### config.mk
export PLATFORM = sky130hd
export DESIGN_NAME = lzssbd_front
export DESIGN_NICKNAME = d
export VERILOG_FILES = /design/src/design/lzssbd_pkg.sv /design/src/design/lzssbd_front.sv
export SDC_FILE = /design/constraint.sdc
export NUM_CORES = 1
export LEC_CHECK = 0
export ABC_AREA = 1
export ABC_CLOCK_PERIOD_IN_PS = 7700
export BUFFER_PORTS_ARGS = -buffer_cell sky130_fd_sc_hd__clkbuf_2
export CAP_MARGIN = 20
export CORE_MARGIN = 4
export CORE_UTILIZATION = 48
export CTS_CLUSTER_SIZE = 25
export DETAILED_ROUTE_END_ITERATION = 12
export PLACE_DENSITY_LB_ADDON = 0.1
export SETUP_SLACK_MARGIN = 0.2
export SYNTH_ARGS = -nofsm -noshare
export SYNTH_HDL_FRONTEND = slang
export SYNTH_SLANG_ARGS = --single-unit
### constraint.sdc
create_clock -name clk -period 7.7 [get_ports clk]
set_input_delay 0.385 -clock clk [delete_from_list [all_inputs] [get_ports clk]]
set_output_delay 0.385 -clock clk [all_outputs]
set_load 0.02 [all_outputs]
### src/design/lzssbd_pkg.sv
`timescale 1ns / 1ps
`default_nettype none
package lzssbd_pkg;

	localparam int TOK_MAX_W = 18;
	localparam logic [7:0] SPACE_BYTE = 8'h20;

	typedef enum logic [1:0] {
		TOK_NONE  = 2'd0,
		TOK_LIT   = 2'd1,
		TOK_MATCH = 2'd2
	} tok_kind_t;

	typedef struct packed {
		tok_kind_t              kind;
		logic [TOK_MAX_W-1:0]   body;
	} tok_cmd_t;

	typedef struct packed {
		logic [7:0] data;
		logic       last;
		logic       done;
	} out_item_t;

endpackage
`default_nettype wire

### src/design/lzssbd_front.sv
`timescale 1ns / 1ps
`default_nettype none
module lzssbd_front
	import lzssbd_pkg::*;
#(
	parameter int WINDOW_BITS = 9,
	parameter int LENGTH_BITS = 4
) (
	input  wire logic       clk,
	input  wire logic       arst_n,
	input  wire logic       accept,
	input  wire logic [7:0] in_byte,
	output tok_cmd_t        cmd
);

	localparam int ACC_W = WINDOW_BITS + LENGTH_BITS;
	localparam int LW    = $clog2(ACC_W + 1);

	typedef enum logic [2:0] {
		PH_FLAG  = 3'b001,
		PH_LIT   = 3'b010,
		PH_MATCH = 3'b100
	} phase_t;

	phase_t           phase_q;
	logic [LW-1:0]    left_q;
	logic [ACC_W-1:0] acc_q;

	phase_t           phase_n;
	logic [LW-1:0]    left_n;
	logic [ACC_W-1:0] acc_n;

	// walk the eight bits, msb first; at most one token closes per byte
	always_comb begin
		phase_n  = phase_q;
		left_n   = left_q;
		acc_n    = acc_q;
		cmd.kind = TOK_NONE;
		cmd.body = '0;
		for (int i = 7; i >= 0; i--) begin
			unique case (phase_n) inside
				PH_FLAG: begin
					acc_n = '0;
					if (in_byte[i]) begin
						phase_n = PH_LIT;
						left_n  = LW'(8);
					end else begin
						phase_n = PH_MATCH;
						left_n  = LW'(ACC_W);
					end
				end
				PH_LIT, PH_MATCH: begin
					acc_n = {acc_n[ACC_W-2:0], in_byte[i]};
					if (left_n != '0) begin
						left_n = left_n - LW'(1);
					end
					if (left_n == '0) begin
						cmd.kind = (phase_n == PH_LIT) ? TOK_LIT : TOK_MATCH;
						cmd.body = TOK_MAX_W'(acc_n);
						phase_n  = PH_FLAG;
						acc_n    = '0;
					end
				end
				default: begin
					phase_n = PH_FLAG;
				end
			endcase
		end
	end

	always_ff @(posedge clk or negedge arst_n) begin
		if (!arst_n) begin
			phase_q <= PH_FLAG;
			left_q  <= '0;
			acc_q   <= '0;
		end else if (accept) begin
			phase_q <= phase_n;
			left_q  <= left_n;
			acc_q   <= acc_n;
		end
	end

endmodule
`default_nettype wire

**Word level (Yosys, flattened, before mapping)**

Index checks and enable logic that the tools add are counted.

- Muxes and demuxes: 96
- Eq/ne operators: 24
- Add/sub/neg operators: 8
- Reductions and logical operators: 24

Operator list:

| kind | count |
|---|---|
| 20-bit 2-to-1 mux | 16 |
| 12-bit case mux with 2 select lines | 8 |
| 12-bit 2-to-1 mux | 8 |
| 3-bit 2-to-1 mux | 24 |
| 4-bit 2-to-1 mux | 16 |
| 4-bit case mux with 2 select lines | 8 |
| 3-bit case mux with 2 select lines | 8 |
| 4-bit logical NOT | 8 |
| 4-bit nonzero test | 8 |
| 4-bit by 1-bit subtractor with 4-bit output (second input constant) | 8 |
| 3-bit by 1-bit == test with 1-bit output (second input constant) | 8 |
| 3-bit by 2-bit == test with 1-bit output (second input constant) | 8 |
| 3-bit == test (second input constant) | 8 |
| 2-bit 2-to-1 mux | 8 |
| 2-bit OR reduction | 8 |

- Output and inout port bits: 20
- Input port bits: 11
- Word-level logic and storage cells: 155
- Flip-flop bits (word level): 19

**Depth between registers and ports, before layout**

Gate-level depths: netlist of run 1.

- Word-level depth: 48
- Depth in mapped cells: 63
- Gate-level depth less buffers: 63

**Worst setup path after synthesis of run 1**

No wires, ideal clock.

- Path type: reg-to-output
- Start point: reg phase_q[0]
- End point: out cmd[7] (netlist bit)
- Slack: 668 ps
- Buffers on the path: 2
- Stages on the path, launching flop included: 62
- Arrival time: 6,647 ps
- Path through: dfstp_2 > inv_2 > nand3_2 > nand2_2 > buf_6 > nand3_2 > nand2_2 > nor2_4 > ha_1 > inv_1 > nor2_1 > nand3_1 > nand2_1 > nand2_1 > nand2_2 > inv_2 > ha_1 > nand3_2 > [... 26 more ...] > nand2_1 > nor2_1 > nand2_1 > nand3_2 > nand2_2 > inv_2 > ha_1 > inv_1 > nor2_4 > nand2_1 > nand2_1 > nand2_2 > nor2_2 > nand3_4 > nor2_8 > buf_6 > nand2_1 > nand2_1

RTL lines:

| element | line | RTL |
|---|---|---|
| start: declaration | lzssbd_front.sv:25 | `phase_t phase_q;` |
| start signal: assignment | lzssbd_front.sv:77 | `phase_q <= phase_n;` |
| end: declaration | lzssbd_front.sv:13 | `output tok_cmd_t cmd` |

==> results.md, run 1 <==
* Iter 0 DRT Violations at 458
* Setup crit start kind: register
* Largest net degree at the start of global routing at 33
* Clock Tree Buf Depth at 2
* Run status: complete, no violations
* Layout cells sized above 1 at 0.2790
* TritonCTS clock tree: built
* Fin cells at 872
* Sink Count at 19
* Register bit count reported by yosys at 19
* Final hold vios at 0
* Final Net Count at 787
* Clk_lat worst skew at 0.26 ns
* Post-synthesis async set-or-reset flop share at 1.000
* Layout Skew at 0.003955 ns
* CTS buffer count at 3
* Die area at 0.01010 mm^2
* Placed cells at 831
* Critical Path AT at 6.84 ns
* Max stage delay on crit path at 0.57 ns
* Max Fclk at 0.1384 GHz
* PortBufs at 25
* Yosys Warn Count at 0
* Post-synth EDFFs at 0
* Die X at 100.5 um
* Global-route wire length before repair at 21,790 um
* Vias per Instance at 5.753
* Drt drc at 0
* Predominant post-synthesis flop cell: dfrtp_1
* Dpl ws at -0.1048 ns
* HP Class: primary input to asynchronous set/reset pin
* CP Class: register to primary output
* Setup violations, final at 0
* Worst Path Max Fanout at 7
* DR pass1 iterations at 5
* Antenna violations before repair at 0
* Reg clk slew, reported paths at 0.07 ns
* Setup slack after layout at 0.4749 ns
* Minimum hold slack at 0.06089 ns
* Worst path slowest cell: dfstp_2
* GRT Total Usage at 0.2583
* Placer Congestion at 0.9265
* R2R setup slack at 1.03 ns
* Antenna cells at 0
* Final period util at 0.9383
* Cell Rows at 33
* Die Ht at 100.5 um
* Post-Synthesis Cells at 717
* H-tree depth at 1
* Drt wl/cell at 15.56 um
* Syn Std Cell Area at 0.004105 mm^2
* Crit-path most repeated cell: nand2_1
* Total global routing overflow at 0
* Root Driver: clkbuf_8
* Post-synth cell types at 48
* Antenna-violating nets left at 0
* Worst EP required at 7.32 ns
* Slew margin rel. at 0.5802
* Crit. End Element: primary output
* Vias at 5,017
* Effective utilization at floorplan at 0.4971
* Number of global-route vias before repair at 4,571
* Dpl hpwl at 10,120 um
* Sequential area share after synthesis at 0.1161
* Setup TNS at 0 ns
* Avg Cell Area, Syn at 5.726 um^2
* Fin crit period at 7.225 ns
* Area grow syn2layout at 20.76%
* Worst slew pin tran at 0.6297 ns
* Max-Cap Viols at 0
* Final Slew Violations at 0
* Core area at 0.008258 mm^2
* Final WL at 13,570 um
* # IOs at 31
[flip-flops by register name, indices dropped and copies added (netlist names)]
| register | flops |
|---|---|
| acc_q | 12 |
| left_q | 4 |
| phase_q | 3 |
[final timing paths]
check | start | to | cells after the start
min | arst_n | acc_q[4] | 1
min in group clk | in_byte[0] | acc_q[0] | 3
max in group asynchronous | arst_n | phase_q[1] | 1
min reg2reg | phase_q[2] | phase_q[2] | 2
max | phase_q[0] | cmd[12] | 62
max reg2reg | phase_q[0] | phase_q[2] | 62
[placed cells by master, fill, tap and decap left out, types with 19 or more instances in the layout]
cell / instances
nand2_2: 26
inv_1: 49
nor3_1: 19
nand3_1: 69
nor2_1: 53
buf_4: 57
inv_2: 25
o21ai_0: 60
nand2_1: 184
o21ai_1: 25
[timing repair]
action,4_1_cts,5_1_grt
buffers inserted,12,23
gates cloned,2,0
endpoints found under the setup margin,15,29
pin swaps,12,23
gates resized for setup,31,66
hold buffers,0,0
[cell usage after synthesis (all sizes together), types with 3 or more instances]
| library cell | count | area, um^2 |
|---|---|---|
| o22ai | 5 | 31.28 |
| inv | 76 | 285.3 |
| a21oi | 13 | 91.34 |
| buf | 20 | 130.1 |
| a32oi | 7 | 61.31 |
| nand2 | 215 | 867.1 |
| o21ai | 88 | 440.4 |
| clkinv | 3 | 12.51 |
| nor3 | 20 | 105.1 |
| o211ai | 15 | 112.6 |
| clkbuf | 14 | 53.80 |
| o221ai | 4 | 35.03 |
| o32ai | 6 | 52.55 |
| a31oi | 6 | 37.54 |
| o311ai | 3 | 26.28 |
| nor2 | 86 | 465.5 |
| ha | 8 | 100.1 |
| dfrtp | 18 | 450.4 |
| nand3 | 88 | 513.0 |
| nand4 | 10 | 113.9 |
[kinds of logic after synthesis]
logic type | share of synthesized area
AOI/OAI and AO/OA | 0.2286
adders and majority gates | 0.02438
buffers and inverters | 0.1173
DFF | 0.1161
other | 0.0009135
and+or+nand+nor | 0.5127
[worst max-delay path, delay by kind of cell (launching register included)]
family	cells	cell delay (ns)
fa+ha+maj	7	1.07
compound gates	2	0.27
buf+inv	13	1.19
flops	1	0.57
simple gates	40	3.48
[stage by stage]
step           instance area (um^2)    util
2_1_floorplan                  4120       -
5_1_grt                        4957  0.6003
3_3_place_gp                   4298  0.5205
4_1_cts                        4577  0.5542
3_5_place_dp                   4298  0.5205
6_report                       4957  0.6003
[per-layer routing]
| layer | global-route usage | share of wire |
|---|---|---|
| met1 | 0.3518 | 0.45 |
| met2 | 0.4297 | 0.47 |
| met3 | 0.03253 | 0.059 |
| met4 | 0.07150 | 0.017 |
| met5 | 0 | 0 |
[layout make-up]
| type | count | area (um^2) |
|---|---|---|
| Clock buffer | 3 | 41.29 |
| Multi-Input combinational cell | 590 | 3457 |
| Clock inverter | 1 | 5.005 |
| Sequential cell | 19 | 478.0 |
| Fill cell | 811 | 3301 |
| Inverter | 79 | 302.8 |
| Tap cell | 105 | 131.4 |
| Timing Repair Buffer | 75 | 541.8 |
Power of run 1 is not shown: default switching activity piles up to over one toggle a cycle in this logic, so the estimate is an artifact.
==> run 2, diff against run 1 <==
Settings changed: RECOVER_POWER set to 100.
==> run 2 against run 1 <==
Against the previous run: cell count unchanged; clock skew decreased by 0.0013 ns; clock-buffer cell count stayed put; worst setup slack lost 0.031 ns; routed wire length hardly changed; global-route usage stayed put; register-to-register slack worse by 0.26 ns; hold slack improved by 0.22 ns; sequential share of layout area hardly changed; die area unchanged; sequential cell count unchanged.
==> results.md, run 2 (synthesis results as in run 1) <==
* Iter 0 DRT Violations at 420 (was 458)
* Final Net Count at 787 (unchanged)
* Placed cells at 831 (unchanged)
* Number of global-route vias before repair at 4,571 (unchanged)
* Final period util at 0.9423 (was 0.9383)
* Layout cells sized above 1 at 0.2751 (was 0.2790)
* Placer Congestion at 0.9265 (unchanged)
* Effective utilization at floorplan at 0.4971 (unchanged)
* Die X at 100.5 um (unchanged)
* Final Slew Violations at 0 (unchanged)
* Reg clk slew, reported paths at 0.07 ns (about the same)
* Antenna-violating nets left at 0 (unchanged)
* Worst EP required at 7.32 ns (about the same)
* Crit. End Element: primary output (unchanged)
* Crit-path most repeated cell: nand2_1 (unchanged)
* Core area at 0.008258 mm^2 (unchanged)
* Vias at 5,015 (was 5,017)
* H-tree depth at 1 (unchanged)
* Area grow syn2layout at 20.57% (was 20.76%)
* CP Class: register to primary output (unchanged)
* Cell Rows at 33 (unchanged)
* Drt drc at 0 (unchanged)
* Critical Path AT at 6.87 ns (was 6.84 ns)
* Die Ht at 100.5 um (unchanged)
* Dpl hpwl at 10,120 um (unchanged)
* # IOs at 31 (unchanged)
* Slew margin rel. at 0.3102 (was 0.5802)
* Total global routing overflow at 0 (unchanged)
* Registers with the most flip-flops: acc_q: 12 flops, left_q: 4 flops, phase_q: 3 flops (unchanged)
* Clk_lat worst skew at 0.26 ns (about the same)
* Antenna violations before repair at 0 (unchanged)
* Final WL at 13,570 um (about the same)
* Worst Path Max Fanout at 7 (unchanged)
* Post-CTS Hold Buffers at 0 (unchanged)
* Drt wl/cell at 15.57 um (was 15.56 um)
* Minimum hold slack at 0.2777 ns (was 0.06089 ns)
* Worst path slowest cell: dfstp_2 (unchanged)
* Die area at 0.01010 mm^2 (unchanged)
* HP Class: primary input to asynchronous set/reset pin (unchanged)
* Max-Cap Viols at 0 (unchanged)
* Fin crit period at 7.256 ns (was 7.225 ns)
* Vias per Instance at 5.751 (was 5.753)
* Biggest register: acc_q (unchanged)
* Setup violations, final at 0 (unchanged)
* Max Fclk at 0.1378 GHz (was 0.1384 GHz)
* Root Driver: clkbuf_8 (unchanged)
* PortBufs at 25 (unchanged)
* Largest net degree at the start of global routing at 33 (unchanged)
* Layout Skew at 0.002648 ns (was 0.003955 ns)
* TritonCTS clock tree: built (unchanged)
* GRT Total Usage at 0.2583 (unchanged)
* Antenna cells at 0 (unchanged)
* Fin cells at 872 (unchanged)
* CTS buffer count at 3 (unchanged)
* Global-route wire length before repair at 21,790 um (unchanged)
* Worst slew pin tran at 1.035 ns (was 0.6297 ns)
* Max stage delay on crit path at 0.57 ns (about the same)
* Final hold vios at 0 (unchanged)
* Most frequent cells in the layout: 184 x nand2_1, 69 x nand3_1, 67 x o21ai_0, 56 x buf_4, 54 x nor2_1 (was 184 x nand2_1, 69 x nand3_1, 60 x o21ai_0, 57 x buf_4, 53 x nor2_1)
* Commonest non-fill, non-tap cell in the layout: nand2_1 (unchanged)
* Sink Count at 19 (unchanged)
* Run status: complete, no violations (unchanged)
* DR pass1 iterations at 6 (was 5)
* Setup crit start kind: register (unchanged)
* Clock Tree Buf Depth at 2 (unchanged)
* Max reg flops at 12 (unchanged)
run 2: changes by cell type in the layout (fill, tap and decap cells not counted), sizes merged:
| cell | previous run | this run |
|---|---|---|
| buf | 61 | 60 |
| clkbuf | 17 | 18 |
run 2: layout make-up:
class,instances,area (um^2)
tap,105,131.4
clock buffer,3,41.29
timing repair buffer,75,536.8
fill,815,3308
clock inverter,1,5.005
multi-input combinational,590,3455
sequential,19,478.0
inverter,79,302.8
run 2: path summary, 6_finish.rpt:
check	startpoint	to	slack (ns)	depth (start not counted)
setup / recovery	phase_q[0]	cmd[12]	0.44	62
hold / removal	arst_n	acc_q[6]	0.28	1
setup reg to reg	phase_q[0]	acc_q[10]	0.77	59
hold reg to reg	acc_q[11]	acc_q[11]	0.58	2
max in group asynchronous	arst_n	phase_q[1]	6.73	1
min in group clk	in_byte[0]	acc_q[0]	0.42	3
run 2: metal layers:
layer  vias to the layer above  track usage  part of all wire
li1                       2517            -                 -
met1                      2305       0.3518              0.45
met2                       165       0.4297              0.47
met3                        28      0.03253             0.055
met4                         0      0.07150             0.021
met5                         -            0                 0
run 2: metrics by stage:
step           setup TNS (ns)    util  worst slack [ns]  area, um^2
2_1_floorplan               0       -            0.6675        4120
3_3_place_gp                0  0.5205            0.1904        4298
3_5_place_dp           -1.090  0.5205           -0.1048        4298
4_1_cts                     0  0.5542            0.2202        4577
5_1_grt                -1.332  0.5994           -0.1158        4950
6_report                    0  0.5994            0.4442        4950
run 2: what timing repair did:
item                       in CTS  in global routing
setup endpoints to repair      15                 29
resized for setup              31                 66
gates cloned                    2                  0
pin swaps                      12                 23
setup buffers                  12                 23
run 2: worst max-delay path: cells and delay by family (launching register included):
kind / cells / cell delay (ns)
simple gates: 40 / 3.51
buf+inv: 13 / 1.19
fa+ha+maj: 7 / 1.07
flops: 1 / 0.57
compound gates: 2 / 0.27
Power of run 2 is left out for the same reason.
