--- src/design/lzssbd_fifo.sv ---
`timescale 1ns / 1ps
`default_nettype none
module lzssbd_fifo #(
	parameter int WIDTH = 8,
	parameter int DEPTH = 4
) (
	input  wire logic                       clk,
	input  wire logic                       arst_n,
	input  wire logic                       push,
	input  wire logic [WIDTH-1:0]           wdata,
	output logic                            full,
	input  wire logic                       pop,
	output logic      [WIDTH-1:0]           rdata,
	output logic                            empty,
	output logic      [$clog2(DEPTH+1)-1:0] count
);

	localparam int AW = $clog2(DEPTH);
	localparam int CW = $clog2(DEPTH + 1);

	logic [WIDTH-1:0] mem_q [DEPTH];
	logic [AW-1:0]    wr_ptr_q;
	logic [AW-1:0]    rd_ptr_q;
	logic [CW-1:0]    cnt_q;
	logic             do_push;
	logic             do_pop;

	assign full    = (cnt_q == CW'(DEPTH));
	assign empty   = (cnt_q == '0);
	assign count   = cnt_q;
	assign rdata   = mem_q[rd_ptr_q];
	assign do_push = push && !full;
	assign do_pop  = pop && !empty;

	always_ff @(posedge clk or negedge arst_n) begin
		if (!arst_n) begin
			wr_ptr_q <= '0;
			rd_ptr_q <= '0;
			cnt_q    <= '0;
		end else begin
			if (do_push) begin
				wr_ptr_q <= wr_ptr_q + AW'(1);
			end
			if (do_pop) begin
				rd_ptr_q <= rd_ptr_q + AW'(1);
			end
			if (do_push && !do_pop) begin
				cnt_q <= cnt_q + CW'(1);
			end else if (do_pop && !do_push) begin
				cnt_q <= cnt_q - CW'(1);
			end
		end
	end

	always_ff @(posedge clk) begin
		if (do_push) begin
			mem_q[wr_ptr_q] <= wdata;
		end
	end

endmodule
`default_nettype wire

--- config.mk ---
export PLATFORM = sky130hd
export DESIGN_NAME = lzssbd_fifo
export DESIGN_NICKNAME = d
export VERILOG_FILES = /design/src/design/lzssbd_fifo.sv
export SDC_FILE = /design/constraint.sdc
export NUM_CORES = 1
export LEC_CHECK = 0
export BUFFER_PORTS_ARGS = -buffer_cell sky130_fd_sc_hd__buf_4
export CAP_MARGIN = 20
export CORE_MARGIN = 3
export CORE_UTILIZATION = 40
export DETAILED_ROUTE_END_ITERATION = 16
export PLACE_DENSITY_LB_ADDON = 0.25
export SETUP_SLACK_MARGIN = 0.5
export SLEW_MARGIN = 20
export SYNTH_ARGS = -nofsm -noshare
export SYNTH_HDL_FRONTEND = slang
export SYNTH_SLANG_ARGS = --single-unit
--- constraint.sdc ---
create_clock -name clk -period 2.7 [get_ports clk]
set_clock_uncertainty 0.15 [all_clocks]
set_input_delay 0.405 -clock clk [delete_from_list [all_inputs] [get_ports clk]]
set_output_delay 0.405 -clock clk [all_outputs]
set_load 0.05 [all_outputs]
After elaboration in Yosys (flattened, before gate mapping):

Memory sizes are Yosys's and may differ from the RTL's.
Cells that the tools add are included.

* register bits: 7
* memory bits (writable): 32
* input bits: 12
* output and inout port bits: 13
* word-level logic and storage cells: 23
* memories: 1

* $add $sub $neg: 4
* equality and inequality tests: 1
* mux-type cells: 4
* reductions and logical operators: 10

Memory list
* mem_q: depth 4, bits a word 8, rd ports 1, clocked after memory_dff 0, wr ports 1, line 21 `logic [WIDTH-1:0] mem_q [DEPTH];`

Operators with widths (number)
* 2-to-1 mux 3 bit: 2
* adder 2 x 1 -> 2 bit, second input constant: 2
* logical AND 1 bit: 4
* logical NOT 1 bit: 4
* adder 3 x 1 -> 3 bit, second input constant: 1
* == test 3 bit, second input constant: 1
* logical NOT 3 bit: 1
* subtractor 3 x 1 -> 3 bit, second input constant: 1
* 2-to-1 mux 1 bit: 2
* nonzero test 2 bit: 1

Logic depth before layout (Yosys ltp):

Gate-level depths: netlist (run 1).

* word-level depth: 7
* mapped depth: 9
* gate-level depth less buffers: 8

Worst setup path before layout (run 1):

Ideal clock, no wire load.

* kind: reg2reg
* from: register cnt_q[0], in the netlist count[0]
* to: register cnt_q[2], in the netlist count[2]
* setup time: 0.082 ns
* arrival: 3.098 ns
* data required time: 2.468 ns
* slack: -0.629 ns
* stages on the path, launching flop included: 9
* path buffers: 0
* clock period less this slack: 3.329 ns
* cells stage by stage: dfrtp_1 nor3_1 nand2b_1 ha_1 inv_1 fa_1 xor2_1 nor2_1 xor2_1

* word-level cells in the longest chain between the ends: 6
* elaborated cells on any way between the ends: 15
* those cells by class: add/sub: 2; eq/ne: 1; mux: 2; reduce/logical: 10

Ends and longest elaborated chain
* start, declared: line 24 `logic [CW-1:0] cnt_q;`
* start signal, assigned: line 48 `cnt_q <= cnt_q + CW'(1);`
* start signal, assigned: line 50 `cnt_q <= cnt_q - CW'(1);`
* logical NOT 3 bit (*): line 29 `assign empty = (cnt_q == '0);`
* named net empty: line 14 `output logic empty,`
* logical NOT 1 bit (*): line 33 `assign do_pop = pop && !empty;`
* logical AND 1 bit (*): line 33
* logical NOT 1 bit: line 47 `if (do_push && !do_pop) begin`
* logical AND 1 bit: line 47
* 2-to-1 mux 3 bit / nonzero test 2 bit (equally long branches)

Mark *: on every way through the listed nets, which the timed path passes. The rest lies on a longest branch. The select of a mux whose other input is x is not followed.
A chain may end at the register's enable or synchronous reset.

Final worst setup path (run 1):

* from: register rd_ptr_q[0]
* to: output port rdata[4]

* word-level cells in the longest chain between the ends: 1

Ends and longest elaborated chain
* start, declared: line 23 `logic [AW-1:0] rd_ptr_q;`
* start signal, assigned: line 45 `rd_ptr_q <= rd_ptr_q + AW'(1);`
* memory (4 x 8 bit)
* end, declared: line 13 `output logic [WIDTH-1:0] rdata,`

No other way between the ends.

==> impl_metrics.tcl, run 1 <==
set metrics [dict create \
    status "finished clean" \
    wire_per_inst_um 15.5 \
    synth_edf_count 32 \
    antenna_left 0 \
    grt.total_usage 0.118 \
    cts.htree.levels 2 \
    worstMarginPinSlew_ns 0.423 \
    slew-limit-headroom 0.718 \
    path_common_cell "buf_4" \
    die_w_um 69.0 \
    min_path_type "input pin to register" \
    async_flop_share 0.179 \
    grt_pass1_wl_um 4150 \
    synth_cells 77 \
    grt_max_degree 14 \
    cpPeakStageDelay_ns 0.50 \
    cts-root-buf "clkbuf_8" \
    start_util 0.424 \
    fin_nets 127 \
    routed_wl_um 2440 \
    port_buffers 24 \
    diodes 0 \
    clock_latency_ns 0.28 \
    cp_slowest_cell "mux4_2" \
    rows 22 \
    hold_viol 0 \
    io_pins 25 \
    fmax_mhz 476 \
    drive_gt1_frac 0.536 \
    worst-setup-path-type "register to primary output" \
    cpLargestDelayFamily "multiplexers" \
    first_pass_iters 4 \
    yosysWarningCount 0 \
    clock_sinks 39 \
    period_minus_slack_ns 2.10 \
    detail_route.vias_per_cell 4.67 \
    crit_path_max_fanout 3 \
    end_kind "primary output" \
    drc 0 \
    cp.buffers_inverters 2 \
    synth_top_cell_by_area "edfxtp_1" \
    die_h_um 69.0 \
    gp_congestion 0.705 \
    path_clk_slew_ns 0.07 \
    synth_top_area_frac 0.605 \
    post-dp-hpwl_um 1690 \
    cts_made_buffers 5 \
    rsz0062_at_grt "no" \
    nFillCells 311 \
    clk_path_buf_depth 2 \
    synth_seq_cells 39 \
    cap_violations 0 \
    path_cells "buf_4 > mux4_2 > buf_4" \
    synth_area_leaders "edfxtp_1 60%, mux4_2 11%, dfrtp_1 11%, ha_1 3.9%, xnor2_1 2.2%" \
    yosysMostFrequentCell "edfxtp_1" \
    critPathArrivalTime_ns 1.55 \
    synth.avg_cell_area_um2 20.6 \
    drtIter0Drc 36 \
    antenna_found_initial 0 \
    netlist_area_um2 1590 \
    cp.required_ns 2.14 \
    startpoint_type "register" \
    yosysSeqAreaShare 0.715 \
    syn2layout_area_growth_pct 25.5 \
    synth_common_cells "32 x edfxtp_1, 8 x mux4_2, 7 x dfrtp_1" \
    coreArea_um2 3740 \
    synth_fp_nets 95 \
    slew_violations 0 \
    fin_crit_sh 0.778 \
    overflow 0 \
    cts_tree "built" \
    synth_ff_type "edfxtp_1" \
    die_area_um2 4770 \
    synth.distinct_cells 20 \
    setup_violations 0 \
    tns_ns 0 \
    num_vias 738 \
    grt_pass1_vias 828 \
]
[per-stage QoR]
stage	cells	area, µm²	setup WS [ns]	util	hold slack [ns]
floorplan	77	1620	0.211	-	-0.0406
detailed placement	147	1840	0.522	0.493	0.0750
global route	158	1990	0.528	0.533	0.149
finish	158	1990	0.600	0.533	0.169
CTS	158	1980	0.501	0.530	0.160
global placement	147	1840	0.593	0.493	0.0719
[cells by family after synthesis]
kind of cell / Yosys count / share of synthesized area
adder cells (fa/ha/maj): 6 / 0.0520
AND/OR/NAND/NOR: 10 / 0.0504
XOR/XNOR: 6 / 0.0331
flip-flops: 39 / 0.715
buffers and inverters: 6 / 0.0197
multiplexers: 10 / 0.130
[layer usage]
layer,vias up,track usage,share of wire
li1,353,-,-
met1,367,0.146,0.41
met2,16,0.183,0.54
met3,2,0.0481,0.045
met4,0,0.0477,0.0086
met5,-,0,0
[registers in the layout (all words and copies together) (netlist names)]
register  flops
mem_q        32
wr_ptr_q      2
rd_ptr_q      2
count         3
[repair_timing]
action                                  CTS  global route
gates cloned                              0             0
gates resized for setup                   1             3
hold buffers                              1             0
endpoints found under the setup margin    5             3
setup buffers                             2             0
hold endpoints to repair                  7             0
pin swaps                                 0             0
[cell usage in the layout, fill, tap and decap left out, types with 2 or more instances in the layout]
cell	synthesis	layout
and2_2	4	4
buf_4	0	26
clkbuf_8	0	5
dfrtp_1	7	3
dfrtp_2	0	4
edfxtp_1	32	32
ha_1	5	4
inv_1	3	2
mux4_2	8	8
xnor2_1	4	4
xor2_1	2	2
[worst paths after layout]
kind	from	endpoint	slack, ns	cells past startpoint
hold / removal	wdata[0]	mem_q[0][0]	0.17	1
min in group asynchronous	arst_n	rd_ptr_q[0]	0.34	2
hold reg to reg	count[2]	count[2]	0.38	1
setup reg to reg	count[2]	count[2]	0.64	8
max in group asynchronous	arst_n	count[1]	1.93	2
setup / recovery	rd_ptr_q[0]	rdata[4]	0.60	3
[layout make-up]
class | count | area [µm²] | area share
flip-flops and latches | 39 | 1140 | 0.572
repair buffers | 28 | 216 | 0.109
multi-input cells | 32 | 453 | 0.227
clock inverters | 3 | 43.8 | 0.0220
well taps | 48 | 60.1 | 0.0301
clock buffers | 5 | 68.8 | 0.0345
inverters | 3 | 11.3 | 0.00565
Power of run 1 is left out: the tool's default activity adds up to more than one toggle a clock period on the data nets, which glitch-free logic cannot reach.
==> inputs of run 2 (changes only) <==
==> constraint.sdc (replaced) <==
create_clock -name clk -period 1.9 [get_ports clk]
set_clock_uncertainty 0.15 [all_clocks]
set_input_delay 0.285 -clock clk [delete_from_list [all_inputs] [get_ports clk]]
set_output_delay 0.285 -clock clk [all_outputs]
set_load 0.05 [all_outputs]
==> run 2 against run 1 <==
Net effect:
- the flow now finishes with violations (setup timing)
- flip-flop and latch count is the same
- design area up 15%
- final cell count rose by 11%
- routed wire length increased by 9.9%
- utilization rose by 7.9 points
- critical path depth grew 3
- setup slack got worse by 0.73 ns
- hold slack worse by 0.12 ns
- die area stayed put
- count of clock-buffer cells in the layout grew 1
==> impl_metrics.tcl, run 2 (same netlist as run 1, synthesis figures left out) <==
set metrics [dict create \
    status "finished with violations" \
    violations "setup timing" \
    critPathArrivalTime_ns 2.06 \
    clock_latency_ns 0.29 \
    wire_per_inst_um 15.3 \
    detail_route.vias_per_cell 4.77 \
    largest_reg_flops 32 \
    drive_gt1_frac 0.617 \
    worst-setup-path-type "register to register" \
    coreArea_um2 3740 \
    die_h_um 69.0 \
    pwr_density_cell_nw_per_um2 1900 \
    antenna_left 0 \
    crit_path_max_fanout 3 \
    finalPower_w 0.00435 \
    first_pass_iters 4 \
    routed_wl_um 2690 \
    leakage_nw 0.896 \
    final_cells 176 \
    clk_path_buf_depth 2 \
    nFillCells 290 \
    rows 22 \
    grt_max_degree 13 \
    cap_violations 0 \
    grt_pass1_wl_um 4300 \
    period_minus_slack_ns 2.03 \
    grt_pass1_vias 901 \
    fin_crit_sh 1.07 \
    port_buffers 24 \
    startpoint_type "register" \
    fmax_mhz 492 \
    end_kind "register" \
    gp_congestion 0.695 \
    hold_viol 0 \
    cp.required_ns 1.93 \
    die_w_um 69.0 \
    antenna_found_initial 0 \
    cts-root-buf "clkbuf_8" \
    die_area_um2 4770 \
    cts_made_buffers 5 \
    slew-limit-headroom 0.839 \
    rsz0062_at_grt "yes" \
    path_clk_slew_ns 0.07 \
    diodes 0 \
    setup_slack_ns -0.132 \
    tns_ns -0.399 \
    slew_violations 0 \
    placed_cells 155 \
    syn2layout_area_growth_pct 44.1 \
    start_util 0.424 \
    clock_sinks 39 \
    post-dp-hpwl_um 1700 \
    cts_tree "built" \
    largest_register "mem_q" \
    drtIter0Drc 42 \
    num_vias 839 \
    ir_drop_mv 0.988 \
    setup_violations 10 \
    drc 0 \
    fin_nets 145 \
    cts.htree.levels 2 \
    final_cell_mix "32 x edfxtp_1, 23 x buf_4, 16 x buf_6" \
    min_path_type "input pin to register" \
    overflow 0 \
    io_pins 25 \
    worstMarginPinSlew_ns 0.242 \
    grt.total_usage 0.125 \
    final_common_cell "edfxtp_1" \
]
-- run 2: cell count changes in the layout (fill, tap and decap cells not counted), moves of 2 or more --
cell,before,now
buf_6,1,16
and2_2,4,0
and2_4,0,4
xnor2_1,4,2
xnor2_2,0,2
buf_8,0,5
buf_4,26,23
-- run 2: worst paths after layout --
check / startpoint / end / slack (ns) / cells after the start
worst max-delay path: count[1] / count[1] / -0.13 / 6
worst min-delay path: wdata[4] / mem_q[0][4] / 0.05 / 1
worst max register to register: count[1] / count[1] / -0.13 / 6
worst min register to register: wr_ptr_q[1] / wr_ptr_q[1] / 0.43 / 1
max in group asynchronous: arst_n / count[1] / 1.24 / 2
min in group asynchronous: arst_n / wr_ptr_q[0] / 0.23 / 2
-- run 2: cell type report --
cell class                 count  area (µm²)  area share
clock buffer                   6        72.6      0.0317
clock inverter                 2        60.1      0.0262
inverter                       3        11.3     0.00492
multi-input combinational     32         484       0.211
sequential                    39        1140       0.499
tap                           48        60.1      0.0262
timing repair buffer          46         458       0.200
-- run 2: metal layers --
layer / GRT usage / wire length [µm] / up-vias
met2: 0.212 / 1450 / 18
li1: - / - / 392
met5: 0 / 0 / -
met1: 0.135 / 1070 / 422
met3: 0.0539 / 127 / 7
met4: 0.0586 / 44 / 0
-- run 2: critical path, stage by stage (launching register included) --
cell	delay, ns
dfrtp_4	0.51
nor3b_4	0.26
nor2b_4	0.08
ha_4	0.17
inv_2	0.05
fa_2	0.43
mux2_4	0.27
-- run 2: stage by stage --
stage               hold WS (ns)  area, µm²  utilization  worst slack [ns]
floorplan                 -0.161       1630            -            -0.588
global placement         -0.0460       1930        0.515           -0.0834
detailed placement       -0.0446       1930        0.515            -0.116
CTS                       0.0365       2220        0.593           -0.0837
global route              0.0268       2290        0.612            -0.196
finish                    0.0457       2290        0.612            -0.132
-- run 2: power by group --
part	switching (W)	internal, W	leakage (nW)
clock	0.000264	0.000524	0.0654
sequential	0.000158	0.00117	0.371
combinational	0.00113	0.00110	0.460
total	0.00155	0.00280	0.896
-- run 2: timing repair --
| action | CTS | global route |
|---|---|---|
| endpoints found under the setup margin | 49 | 51 |
| buffers inserted | 8 | 4 |
| hold endpoints to repair | 7 | 0 |
| pin swaps | 8 | 4 |
| gates resized for setup | 26 | 10 |
| hold buffers | 1 | 0 |
No activity file was read; power rests on OpenSTA's default activity.
==> inputs of run 3 (changes only) <==
--- a/config.mk
+++ b/config.mk
@@ -10,6 +10,8 @@
 export CORE_MARGIN = 3
 export CORE_UTILIZATION = 40
 export DETAILED_ROUTE_END_ITERATION = 16
+export HOLD_SLACK_MARGIN = 0.1
+export MAX_ROUTING_LAYER = met4
 export PLACE_DENSITY_LB_ADDON = 0.25
 export SETUP_SLACK_MARGIN = 0.5
 export SLEW_MARGIN = 20
==> run 3 against run 2 <==
Net effect:
- the run still ends with setup timing left
- critical path depth is the same
- hold slack gained 0.13 ns
- sequential share of layout area shrank 2.1 points
- maximum frequency grew 0.11%
- routed wire length grew 2.6%
- flip-flop and latch count is the same
- count of clock-buffer cells in the layout is the same
- combinational power grew 2%
- final cell count grew 5.7%
- via count grew 4.9%
- clock power is essentially flat
- utilization grew 2.6 points
==> impl_metrics.tcl, run 3 (same netlist as run 1, synthesis figures left out) <==
set metrics [dict create \
    status "finished with violations" \
    violations "setup timing" \
    placed_cells 155 \
    start_util 0.424 \
    met3_usage 0.0525 \
    r2r_cells 6 \
    period_minus_slack_ns 2.03 \
    cp_slowest_cell "dfrtp_4" \
    nFillCells 277 \
    rows 22 \
    end_kind "register" \
    crit_path_max_fanout 3 \
    clock_latency_ns 0.29 \
    num_vias 880 \
    grt_max_degree 13 \
    cp.required_ns 1.93 \
    worstMarginPinSlew_ns 0.246 \
    min_to "rd_ptr_q[1]" \
    slew-limit-headroom 0.836 \
    grt_pass1_vias 922 \
    fmax_mhz 493 \
    clock_sinks 39 \
    drtIter0Drc 39 \
    path_clk_slew_ns 0.07 \
    final_common_cell "edfxtp_1" \
    fin_nets 155 \
    reg2reg_slack_ns -0.13 \
    whs_path_depth 3 \
    place_area_um2 1930 \
    finalPower_w 0.00440 \
    cpPeakStageDelay_ns 0.51 \
    cts_tree "built" \
    final_cell_mix "32 x edfxtp_1, 24 x buf_4, 17 x buf_6" \
    post-dp-hpwl_um 1700 \
    worst-setup-path-type "register to register" \
    timing.rr.end "count[1]" \
    io_pins 25 \
    pwr_density_cell_nw_per_um2 1840 \
    first_pass_iters 4 \
    antenna_found_initial 0 \
    syn2layout_area_growth_pct 50.3 \
    pre_cts_ws_ns -0.116 \
    overflow 0 \
    hold_viol 0 \
    setup_slack_ns -0.130 \
    coreArea_um2 3740 \
    clk_path_buf_depth 2 \
    grt_pass1_wl_um 4370 \
    port_buffers 24 \
    hold_start "pop" \
    grt.busiest_layer "met2" \
    fin_area_um2 2390 \
    die_area_um2 4770 \
    diodes 0 \
    fin_crit_sh 1.07 \
    grt.total_usage 0.131 \
    routed_wl_um 2760 \
    largest_register "mem_q" \
    rsz0062_at_grt "yes" \
    leakage_nw 0.940 \
    setup_violations 10 \
    wire_per_inst_um 14.8 \
    critPathArrivalTime_ns 2.06 \
    startpoint_type "register" \
    ir_drop_mv 1.00 \
    final_cells 186 \
    path_cells "nor3b_4 > nor2b_4 > ha_4 > inv_2 > fa_2 > mux2_4" \
    cts_made_buffers 5 \
    die_h_um 69.0 \
    detail_route.vias_per_cell 4.73 \
    die_w_um 69.0 \
    tns_ns -0.511 \
    gp_congestion 0.702 \
    cap_violations 0 \
    r2r_start "count[1]" \
    antenna_left 0 \
    min_path_type "input pin to register" \
    largest_reg_flops 32 \
    cts.htree.levels 2 \
    use_met2 0.216 \
    slew_violations 0 \
    drc 0 \
    cts-root-buf "clkbuf_8" \
    drive_gt1_frac 0.587 \
    grtUsageMet1 0.137 \
]
## run 3: layout make-up
| type | count | area, µm² | share of cell area |
|---|---|---|---|
| clock inverters | 2 | 60.1 | 0.0251 |
| inverters | 3 | 11.3 | 0.00471 |
| multi-input cells | 32 | 484 | 0.203 |
| flip-flops and latches | 39 | 1140 | 0.479 |
| well taps | 48 | 60.1 | 0.0251 |
| clock buffers | 6 | 72.6 | 0.0304 |
| repair buffers | 56 | 557 | 0.233 |
## run 3: report_power, final
group	total, W	switching (W)	internal (W)
Sequential	0.00133	0.000159	0.00117
Combinational	0.00228	0.00114	0.00114
Clock	0.000788	0.000264	0.000524
## run 3: critical path: cells and delay by family, from the launching register on
kind / cells / cell delay, ns
fa+ha+maj: 2 / 0.59
buf+inv: 1 / 0.05
flops: 1 / 0.51
mux: 1 / 0.27
simple gates: 2 / 0.34
## run 3: repair_timing
item                                   CTS  global route
setup buffers                            8             6
resized for setup                       26            11
hold buffers                             9             0
setup endpoints to repair               49            50
endpoints found under the hold margin   39             0
pin swaps                                8             5
## run 3: metrics by stage
stage	util	hold slack [ns]
after floorplan	-	-0.161
after global placement	0.515	-0.0460
after detailed placement	0.515	-0.0446
after CTS	0.614	0.155
after global routing	0.638	0.188
final	0.638	0.172
## run 3: per-layer routing
layer,share of wire,wire length (µm),up-vias
li1,-,-,412
met1,0.41,1120,445
met2,0.53,1450,19
met3,0.046,127,4
met4,0.019,53,0
met5,0,0,-
## run 3: worst max path at each step
stage	depth (start not counted)	to	slack (ns)	startpoint
5_1_grt	8	count[2]	-0.22	count[1]
6_report	6	count[1]	-0.13	count[1]
2_1_floorplan	7	count[1]	-0.59	count[2]
3_5_place_dp	8	count[2]	-0.12	count[1]
3_3_place_gp	8	count[2]	-0.08	count[2]
4_1_cts	6	count[1]	-0.08	count[1]
