[src/design/lzssbd_pkg.sv]
`timescale 1ns / 1ps
`default_nettype none
package lzssbd_pkg;

	localparam int TOK_MAX_W = 18;
	localparam logic [7:0] SPACE_BYTE = 8'h20;

	typedef enum logic [1:0] {
		TOK_NONE  = 2'd0,
		TOK_LIT   = 2'd1,
		TOK_MATCH = 2'd2
	} tok_kind_t;

	typedef struct packed {
		tok_kind_t              kind;
		logic [TOK_MAX_W-1:0]   body;
	} tok_cmd_t;

	typedef struct packed {
		logic [7:0] data;
		logic       last;
		logic       done;
	} out_item_t;

endpackage
`default_nettype wire

[src/design/lzssbd_ram.sv]
`timescale 1ns / 1ps
`default_nettype none
module lzssbd_ram #(
	parameter int WIDTH = 8,
	parameter int DEPTH = 512
) (
	input  wire logic                     clk,
	input  wire logic                     we,
	input  wire logic [$clog2(DEPTH)-1:0] waddr,
	input  wire logic [WIDTH-1:0]         wdata,
	input  wire logic [$clog2(DEPTH)-1:0] raddr,
	output logic      [WIDTH-1:0]         rdata
);

	logic [WIDTH-1:0] mem_q [DEPTH];

	always_ff @(posedge clk) begin
		if (we) begin
			mem_q[waddr] <= wdata;
		end
		rdata <= mem_q[raddr];
	end

endmodule
`default_nettype wire

[src/design/lzssbd_fifo.sv]
`timescale 1ns / 1ps
`default_nettype none
module lzssbd_fifo #(
	parameter int WIDTH = 8,
	parameter int DEPTH = 4
) (
	input  wire logic                       clk,
	input  wire logic                       arst_n,
	input  wire logic                       push,
	input  wire logic [WIDTH-1:0]           wdata,
	output logic                            full,
	input  wire logic                       pop,
	output logic      [WIDTH-1:0]           rdata,
	output logic                            empty,
	output logic      [$clog2(DEPTH+1)-1:0] count
);

	localparam int AW = $clog2(DEPTH);
	localparam int CW = $clog2(DEPTH + 1);

	logic [WIDTH-1:0] mem_q [DEPTH];
	logic [AW-1:0]    wr_ptr_q;
	logic [AW-1:0]    rd_ptr_q;
	logic [CW-1:0]    cnt_q;
	logic             do_push;
	logic             do_pop;

	assign full    = (cnt_q == CW'(DEPTH));
	assign empty   = (cnt_q == '0);
	assign count   = cnt_q;
	assign rdata   = mem_q[rd_ptr_q];
	assign do_push = push && !full;
	assign do_pop  = pop && !empty;

	always_ff @(posedge clk or negedge arst_n) begin
		if (!arst_n) begin
			wr_ptr_q <= '0;
			rd_ptr_q <= '0;
			cnt_q    <= '0;
		end else begin
			if (do_push) begin
				wr_ptr_q <= wr_ptr_q + AW'(1);
			end
			if (do_pop) begin
				rd_ptr_q <= rd_ptr_q + AW'(1);
			end
			if (do_push && !do_pop) begin
				cnt_q <= cnt_q + CW'(1);
			end else if (do_pop && !do_push) begin
				cnt_q <= cnt_q - CW'(1);
			end
		end
	end

	always_ff @(posedge clk) begin
		if (do_push) begin
			mem_q[wr_ptr_q] <= wdata;
		end
	end

endmodule
`default_nettype wire

[src/design/lzssbd_back.sv]
`timescale 1ns / 1ps
`default_nettype none
module lzssbd_back
	import lzssbd_pkg::*;
#(
	parameter int WINDOW_BITS = 9,
	parameter int LENGTH_BITS = 4
) (
	input  wire logic        clk,
	input  wire logic        arst_n,
	input  wire logic [31:0] total_size,
	input  tok_cmd_t         cmd,
	input  wire logic        cmd_empty,
	output logic             cmd_pop,
	output logic             clearing,
	input  wire logic        pop,
	output logic             empty,
	output logic      [7:0]  out_byte,
	output logic             run_last,
	output logic             stream_done
);

	localparam int ACC_W    = WINDOW_BITS + LENGTH_BITS;
	localparam int RING     = 1 << WINDOW_BITS;
	localparam int AW       = WINDOW_BITS;
	localparam int FILL_END = RING - (1 << LENGTH_BITS) - 1;
	localparam int LW       = LENGTH_BITS + 1;
	localparam int OF_DEPTH = 4;
	localparam int OCW      = $clog2(OF_DEPTH + 1);

	typedef enum logic [2:0] {
		B_CLEAR = 3'b001,
		B_IDLE  = 3'b010,
		B_COPY  = 3'b100
	} bstate_t;

	bstate_t       state_q;
	logic [AW-1:0] clr_q;
	logic [AW-1:0] wi_q;
	logic [AW-1:0] rd_q;
	logic [LW-1:0] k_q;
	logic [LW-1:0] lenm1_q;
	logic [31:0]   cnt_q;
	logic          fin_q;

	logic          v_s1;
	logic          lit_s1;
	logic [7:0]    litb_s1;
	logic          last_s1;
	logic          done_s1;
	logic          byp_s1;
	logic [7:0]    bypd_s1;

	logic [7:0]    ram_rd;
	logic [7:0]    wr_data;
	logic          ram_we;
	logic [AW-1:0] ram_wa;
	logic [7:0]    ram_wd;

	logic [OCW-1:0] of_cnt;
	logic           of_full;
	logic           credit;
	logic [32:0]    cnt_inc;
	logic           reach;
	logic           spent;
	logic           lit_go;
	logic           match_go;
	logic           copy_go;
	logic           copy_last;
	logic           issue;
	out_item_t      of_in;
	out_item_t      of_out;

	assign clearing  = (state_q == B_CLEAR);
	assign credit    = (of_cnt + OCW'(v_s1)) < OCW'(OF_DEPTH);
	assign cnt_inc   = {1'b0, cnt_q} + 33'd1;
	assign reach     = (cnt_inc >= {1'b0, total_size});
	assign spent     = (cnt_q >= total_size);
	assign cmd_pop   = (state_q == B_IDLE) && !cmd_empty && credit;
	assign lit_go    = cmd_pop && !fin_q && !spent && (cmd.kind == TOK_LIT);
	assign match_go  = cmd_pop && !fin_q && !spent && (cmd.kind == TOK_MATCH);
	assign copy_go   = (state_q == B_COPY) && credit;
	assign copy_last = (k_q == lenm1_q) || reach;
	assign issue     = lit_go || copy_go;

	// a copy may read the byte written in the same cycle
	assign wr_data = lit_s1 ? litb_s1 : (byp_s1 ? bypd_s1 : ram_rd);

	assign ram_we = clearing || v_s1;
	assign ram_wa = clearing ? clr_q : wi_q;
	assign ram_wd = clearing ? ((clr_q < AW'(FILL_END)) ? SPACE_BYTE : 8'h00) : wr_data;

	lzssbd_ram #(
		.WIDTH(8),
		.DEPTH(RING)
	) u_ring (
		.clk  (clk),
		.we   (ram_we),
		.waddr(ram_wa),
		.wdata(ram_wd),
		.raddr(rd_q),
		.rdata(ram_rd)
	);

	always_ff @(posedge clk or negedge arst_n) begin
		if (!arst_n) begin
			state_q <= B_CLEAR;
			clr_q   <= '0;
			wi_q    <= AW'(FILL_END);
			cnt_q   <= '0;
			fin_q   <= 1'b0;
			v_s1    <= 1'b0;
		end else begin
			v_s1 <= issue;
			if (v_s1) begin
				wi_q <= wi_q + AW'(1);
			end
			if (issue) begin
				cnt_q <= cnt_q + 32'd1;
			end
			unique case (state_q)
				B_CLEAR: begin
					clr_q <= clr_q + AW'(1);
					if (clr_q == AW'(RING - 1)) begin
						state_q <= B_IDLE;
					end
				end
				B_IDLE: begin
					if (cmd_pop) begin
						if (fin_q || spent) begin
							fin_q <= 1'b1;
						end else if (lit_go && reach) begin
							fin_q <= 1'b1;
						end else if (match_go) begin
							state_q <= B_COPY;
						end
					end
				end
				B_COPY: begin
					if (copy_go) begin
						if (reach) begin
							fin_q <= 1'b1;
						end
						if (copy_last) begin
							state_q <= B_IDLE;
						end
					end
				end
				default: begin
					state_q <= B_CLEAR;
				end
			endcase
		end
	end

	always_ff @(posedge clk) begin
		if (match_go) begin
			rd_q    <= cmd.body[ACC_W-1:LENGTH_BITS];
			k_q     <= '0;
			lenm1_q <= {1'b0, cmd.body[LENGTH_BITS-1:0]} + LW'(1);
		end else if (copy_go) begin
			rd_q <= rd_q + AW'(1);
			k_q  <= k_q + LW'(1);
		end
		lit_s1  <= lit_go;
		litb_s1 <= cmd.body[7:0];
		last_s1 <= lit_go || copy_last;
		done_s1 <= reach;
		byp_s1  <= v_s1 && (wi_q == rd_q);
		bypd_s1 <= wr_data;
	end

	assign of_in = '{data: wr_data, last: last_s1, done: done_s1};

	lzssbd_fifo #(
		.WIDTH($bits(out_item_t)),
		.DEPTH(OF_DEPTH)
	) u_out_q (
		.clk   (clk),
		.arst_n(arst_n),
		.push  (v_s1),
		.wdata (of_in),
		.full  (of_full),
		.pop   (pop),
		.rdata (of_out),
		.empty (empty),
		.count (of_cnt)
	);

	assign out_byte    = of_out.data;
	assign run_last    = of_out.last;
	assign stream_done = of_out.done;

`ifndef SYNTHESIS
	a_out_room: assert property (@(posedge clk) disable iff (!arst_n) v_s1 |-> !of_full)
		else $error("output queue overrun");
	a_fin_quiet: assert property (@(posedge clk) disable iff (!arst_n) fin_q |=> !v_s1)
		else $error("byte issued after end of stream");
	a_clear_quiet: assert property (@(posedge clk) disable iff (!arst_n)
		(state_q == B_CLEAR) |-> !v_s1 && !cmd_pop)
		else $error("activity during ring clear");
	a_done_last: assert property (@(posedge clk) disable iff (!arst_n)
		(v_s1 && done_s1) |-> last_s1)
		else $error("final byte not marked last");
`endif

endmodule
`default_nettype wire

[config.mk]
export PLATFORM = sky130hd
export DESIGN_NAME = lzssbd_back
export DESIGN_NICKNAME = d
export VERILOG_FILES = /design/src/design/lzssbd_pkg.sv /design/src/design/lzssbd_ram.sv /design/src/design/lzssbd_fifo.sv /design/src/design/lzssbd_back.sv
export SDC_FILE = /design/constraint.sdc
export NUM_CORES = 2
export LEC_CHECK = 0
export BUFFER_PORTS_ARGS = -buffer_cell sky130_fd_sc_hd__buf_4
export CAP_MARGIN = 40
export CORE_MARGIN = 2
export CORE_UTILIZATION = 60
export DETAILED_ROUTE_END_ITERATION = 6
export PLACE_DENSITY = 0.81
export SLEW_MARGIN = 20
export SYNTH_ARGS = -nofsm -noshare
export SYNTH_HDL_FRONTEND = slang
export SYNTH_HIERARCHICAL = 1
export SYNTH_MEMORY_MAX_BITS = 65536
export SYNTH_SLANG_ARGS = --single-unit
[constraint.sdc]
create_clock -name clk -period 21 [get_ports clk]
set_clock_uncertainty 0.05 [all_clocks]
set_input_delay 4.2 -clock clk [delete_from_list [all_inputs] [get_ports clk]]
set_output_delay 4.2 -clock clk [all_outputs]
set_load 0.05 [all_outputs]
Yosys cells after proc, flatten, opt, wreduce, memory -nomap -nowiden

Memory sizes are Yosys's and may differ from the RTL's. A register that Yosys moved wholly into a read port is not among the register bits.
Cells that the tools add are included.

Reduce and logical (&&, ||, !) cells: 31
Equality and inequality tests: 18
Multiplexer cells: 27
Magnitude comparators: 4
$add $sub $neg: 12

Operator list:

| operator              | number |
|---|---|
| $add 32x1->33 const B | 1 |
| $ge 33x32->1          | 1 |
| $add 32x1->32 const B | 1 |
| $ge 32x32->1          | 1 |
| $add 9x1->9 const B   | 3 |
| $mux 3                | 9 |
| $mux 9                | 3 |
| $mux 8                | 3 |
| $ne 2x2->1 const B    | 7 |
| $logic_and 1x1->1     | 13 |
| $eq 9x9->1            | 1 |
| $eq 9x9->1 const B    | 1 |
| $lt 9x9->1 const B    | 1 |
| $mux 1                | 9 |
| $pmux 3 s3            | 1 |
| $logic_not 1->1       | 7 |
| $reduce_and 7->1      | 1 |
| $eq 3x3->1 const B    | 2 |
| $mux 6                | 1 |
| $reduce_bool 2->1     | 3 |
| $add 4x1->5 const B   | 1 |
| $add 5x1->5 const B   | 1 |
| $eq 5x5->1            | 1 |
| $logic_or 1x1->1      | 5 |
| 14 further kinds      | 15 |

Output and inout port bits: 13
Memories: 2
Bits in writable memories: 4,136
Logic and storage cells: 112
Register bits after elaboration: 101

Memory list:

| name          | depth | bits a word | rd ports | clocked after Yosys merged registers in | write ports | line              | RTL |
|---|---|---|---|---|---|---|---|
| u_ring.mem_q  | 512   | 8           | 1        | 1                                       | 1           | lzssbd_ram.sv:15  | `logic [WIDTH-1:0] mem_q [DEPTH];` |
| u_out_q.mem_q | 4     | 10          | 1        | 0                                       | 1           | lzssbd_fifo.sv:21 | `logic [WIDTH-1:0] mem_q [DEPTH];` |

Longest topological paths before layout

Depth after elaboration: 11
Gate-level depth with buffers: 15

Modules after synthesis

The synthesis kept the hierarchy.

Modules (own cells, without submodules):

| module      | cells each | times used | area an instance (sq um) | sequential area each (sq um) |
|---|---|---|---|---|
| lzssbd_ram  | 8,030      | 1          | 159,927.1                | 123,158.1 |
| lzssbd_back | 661        | 1          | 6,248.5                  | 2,308.5 |
| lzssbd_fifo | 87         | 1          | 1,878.1                  | 1,376.3 |

Least setup slack after synthesis

No wires, ideal clock.

Kind: flip-flop to flip-flop
Start: reg state_q[0]
End: mem u_ring.mem_q[0][6] (data pin)
Path slack: 4.629 ns
Buffers on the path: 2
Arrival: 13.619 ns
Setup time: 2.703 ns
Stages on the path, launching flop included: 5
Cells stage by stage: dfstp_2 > nor3b_1 > clkbuf_1 > clkbuf_1 > nor2b_1

Longest elaborated chain between the ends: 2

Ends and longest elaborated chain:

| item                     | line               | RTL |
|---|---|---|
| start: declaration       | lzssbd_back.sv:37  | `bstate_t state_q;` |
| start signal: assignment | lzssbd_back.sv:107 | `state_q <= B_CLEAR;` |
| start signal: assignment | lzssbd_back.sv:125 | `state_q <= B_IDLE;` |
| start signal: assignment | lzssbd_back.sv:135 | `state_q <= B_COPY;` |
| $eq 3x1->1               | lzssbd_back.sv:74  | `assign clearing = (state_q == B_CLEAR);` |
| via clearing             | lzssbd_back.sv:15  | `output logic clearing,` |
| $mux 8                   | lzssbd_back.sv:91  | `assign ram_wd = clearing ? ((clr_q < AW'(FILL_END)) ? SPACE_BYTE : 8'h00) : wr_data;` |
| via ram_wd[6]            | lzssbd_back.sv:58  | `logic [7:0] ram_wd;` |
| end: declaration         | lzssbd_ram.sv:15   |  |

The timed path passes the listed nets, and every way through them passes these cells.

Worst setup path in the final report

Start: in cmd_empty
End: out cmd_pop

Longest elaborated chain between the ends: 3

Ends and longest elaborated chain:

| item                            | line              | RTL |
|---|---|---|
| start: declaration              | lzssbd_back.sv:13 | `input wire logic cmd_empty,` |
| $logic_not 1->1                 | lzssbd_back.sv:79 | `assign cmd_pop = (state_q == B_IDLE) && !cmd_empty && credit;` |
| $logic_and 1x1->1 (2 in series) | lzssbd_back.sv:79 |  |
| end: declaration                | lzssbd_back.sv:14 | `output logic cmd_pop,` |

Every way passes these cells.

==> metrics.md <==
| Metric | Value |
|---|---|
| Max Cap Viol | `0` |
| Placed Area | `0.173 mm^2` |
| Critical Path Max Stage Delay | `230 ps` |
| Drt wl/cell | `32.9 um` |
| Drt total wl | `430000 um` |
| Largest net degree at the start of global routing | `233` |
| Worst R2R End | `u_ring/rdata[5]$_DFF_P_` |
| Max Fclk | `108 MHz` |
| R2R depth | `13` |
| Layout Nets | `9128` |
| Hold_buf cts | `0` |
| Ys async rst share | `1.46%` |
| Slew HR | `28.1%` |
| Fin. Hold Viols | `0` |
| Setup crit end kind | `primary output` |
| Synth-to-Final Area Change | `10.9%` |
| Vias in the first global route | `90500` |
| Vias per std cell | `7.04` |
| RSZ-0062 raised after global routing | `false` |
| First-pass GRT wire length | `618000 um` |
| DRT iter0 DRCs | `15300` |
| Hold EP | `fin_q$_DFFE_PN0P_` |
| Most frequent cells in the layout | `edfxtp_1, mux2i_1, mux4_2` |
| Post-route minimum period | `9250 ps` |
| Drt first pass iters | `7` |
| Max VDD drop | `79.6 uV` |
| Worst Path Required | `16750 ps` |
| Unique masters post-synth | `77` |
| Worst-Skew Late Latency | `930 ps` |
| Synthesis-stage register bit count | `4245` |
| Final setup fails | `0` |
| Crit-path cells | `buf_4, nor3_1, and2_1, buf_4` |
| TritonCTS Buffers | `395` |
| Die X | `533 um` |
| Register area share after synthesis | `75.5%` |
| Post-CTS resize count | `0` |
| Full die area | `0.284 mm^2` |
| Post-CTS Repair Setup Buffers | `0` |
| Pwr dens | `91.0 mW/mm^2` |
| Data arrival, critical path | `5000 ps` |
| Fraction of layout cells with a size suffix above 1 | `17.6%` |
| Post-DP HPWL | `248000 um` |
| Mapped Cells | `8778` |
| Max Slew Vio Count | `0` |
| Antenna viol nets, final | `0` |
| Initial antenna violation count | `21` |
| Hold Crit Class | `flop to flop` |
| Top-level port count | `69` |
| Hold path depth | `2` |
| Core footprint | `0.279 mm^2` |
| H-tree Lvls | `5` |
| R2R Setup Slk | `15090 ps` |
| Post-Syn Area per Cell | `19.1 um^2` |
| CTS tree | `yes` |
| Drt drc | `0` |
| Die Height | `533 um` |
| Final TNS setup | `0 ps` |
| Net Count, Synth | `8911` |
| Min-Delay Startpoint | `fin_q$_DFFE_PN0P_` |
| Pleak | `60.7 nW` |
| Most common cell on crit path | `buf_4` |
| Reg clk slew, reported paths | `60 ps` |
| Root Driver | `clkbuf_16` |
| Commonest non-fill, non-tap cell in the layout | `edfxtp_1` |
| GRT overflow | `0` |
| Worst hold margin | `444 ps` |
| Ys Warns | `6` |
| GPL Wtd Cong | `0.945` |
| Worst setup SP type | `input port` |
| Final instance area | `0.186 mm^2` |
| IO buf count | `63` |
| Critical path start-end classification | `input port to primary output` |
| Final core occ | `66.8%` |
| Final worst-path cycle share | `44.0%` |
| Row count | `194` |
| CTS sink cnt | `4245` |
| Initial core utilization | `60.3%` |
| Cell Area, Synth | `0.168 mm^2` |
| Tot Pwr | `0.0170 W` |
| Post-synth EDFFs | `4150` |
| Slew @ Worst Pin | `1080 ps` |
| CP max FO | `2` |
| Clock buffer depth | `4` |
| Worst R2R Start | `rd_q[0]$_DFFE_PP_` |
| Via count of the routed design | `91900` |
| CP max-delay cell | `nor3_1` |
| Outcome | `finished clean` |
| GRT Resource Usage Total | `29.6%` |
| Synth Flop Type | `edfxtp_1` |
registers in the layout, summed over array words and instances, names as in the netlist:
signal            flops
byp_s1                1
bypd_s1               8
clr_q                 9
cnt_q                32
done_s1               1
fin_q                 1
k_q                   5
last_s1               1
lenm1_q               5
lit_s1                1
litb_s1               8
rd_q                  9
state_q               3
u_out_q/count         3
u_out_q/mem_q        40
u_out_q/rd_ptr_q      2
u_out_q/wr_ptr_q      2
u_ring/mem_q       4096
u_ring/rdata          8
v_s1                  1
wi_q                  9
cells in the mapped netlist, types with 12 or more instances:
master / n / share of area, %
clkbuf_1: 276 / 0.62
nor4_1: 41 / 0.15
ha_1: 76 / 0.57
nor2_1: 623 / 1.4
dfxtp_1: 33 / 0.39
xnor2_1: 66 / 0.34
o21ai_0: 147 / 0.44
inv_1: 43 / 0.096
and2_1: 25 / 0.093
nand2_1: 174 / 0.39
nor2b_1: 15 / 0.056
dfrtp_1: 53 / 0.79
a22oi_1: 62 / 0.28
mux4_2: 664 / 8.9
o22ai_1: 164 / 0.61
buf_6: 65 / 0.44
nand4_1: 56 / 0.21
nand3_1: 61 / 0.18
buf_4: 73 / 0.33
a211oi_1: 20 / 0.089
o221ai_1: 371 / 1.9
nor3b_1: 12 / 0.054
a21oi_1: 230 / 0.68
buf_2: 63 / 0.19
nor3_1: 120 / 0.36
mux2i_1: 805 / 4.8
xor2_1: 45 / 0.23
o21ai_1: 27 / 0.080
and3_1: 19 / 0.071
buf_1: 42 / 0.094
o31ai_1: 14 / 0.063
edfxtp_1: 4150 / 74
worst max-delay path by stage:
stage                            from  slack, ps  cells after the start                           end
2_1_floorplan  state_q[0]$_DFFE_PN1P_       4630                      4  u_ring/mem_q[0][6]$_DFFE_PP_
3_3_place_gp                cmd_empty      11810                      4                       cmd_pop
3_5_place_dp                cmd_empty      11790                      4                       cmd_pop
4_1_cts                     cmd_empty      11780                      4                       cmd_pop
5_1_grt                     cmd_empty      11710                      4                       cmd_pop
6_report                    cmd_empty      11750                      4                       cmd_pop
worst max-delay path: cells and delay by family:
kind / cells / cell delay, ps
buffers and inverters: 2 / 340
and+or+nand+nor: 2 / 460
per-layer routing:
layer | track usage [%] | share of wire, % | vias to the layer above
met3 | 7.65 | 14 | 1357
met4 | 12.7 | 5.0 | 28
met2 | 46.7 | 48 | 7596
li1 | - | - | 36500
met5 | 0 | 0.046 | -
met1 | 39.4 | 34 | 46400
report_power, final:
part | internal [W] | total, W | leakage (nW) | switching [W]
Combinational | 0.000155 | 0.000714 | 15.6 | 0.000559
Clock | 0.00387 | 0.00694 | 6.03 | 0.00306
Sequential | 0.00926 | 0.00931 | 39.0 | 0.0000499
Total | 0.0133 | 0.0170 | 60.7 | 0.00367
metrics by stage:
step	setup WS, ps	cells
final	11750	13000
after global routing	11710	13000
after CTS	11780	13000
after detailed placement	11790	12200
after global placement	11810	12200
after floorplan	4630	8778
cells by family after synthesis:
| kind of cell | Yosys count | synth area share (%) |
|---|---|---|
| DFF | 4245 | 75.5 |
| muxes | 1481 | 13.8 |
| and+or+nand+nor | 1197 | 3.22 |
| AOI/OAI and AO/OA | 1087 | 4.46 |
| buffers and inverters | 580 | 1.92 |
| xor gates and xnor gates | 111 | 0.578 |
| adders and majority gates | 77 | 0.578 |
final cells by class:
type / instances / area, um^2
clock buffers: 490 / 10400
inverters: 45 / 176
well taps: 3724 / 4660
multi-input cells: 3953 / 38200
repair buffers: 355 / 4060
clock inverters: 222 / 1980
diodes: 13 / 32.5
fillers: 16200 / 92600
flip-flops and latches: 4245 / 127000
(Power assumes the default switching activity.)
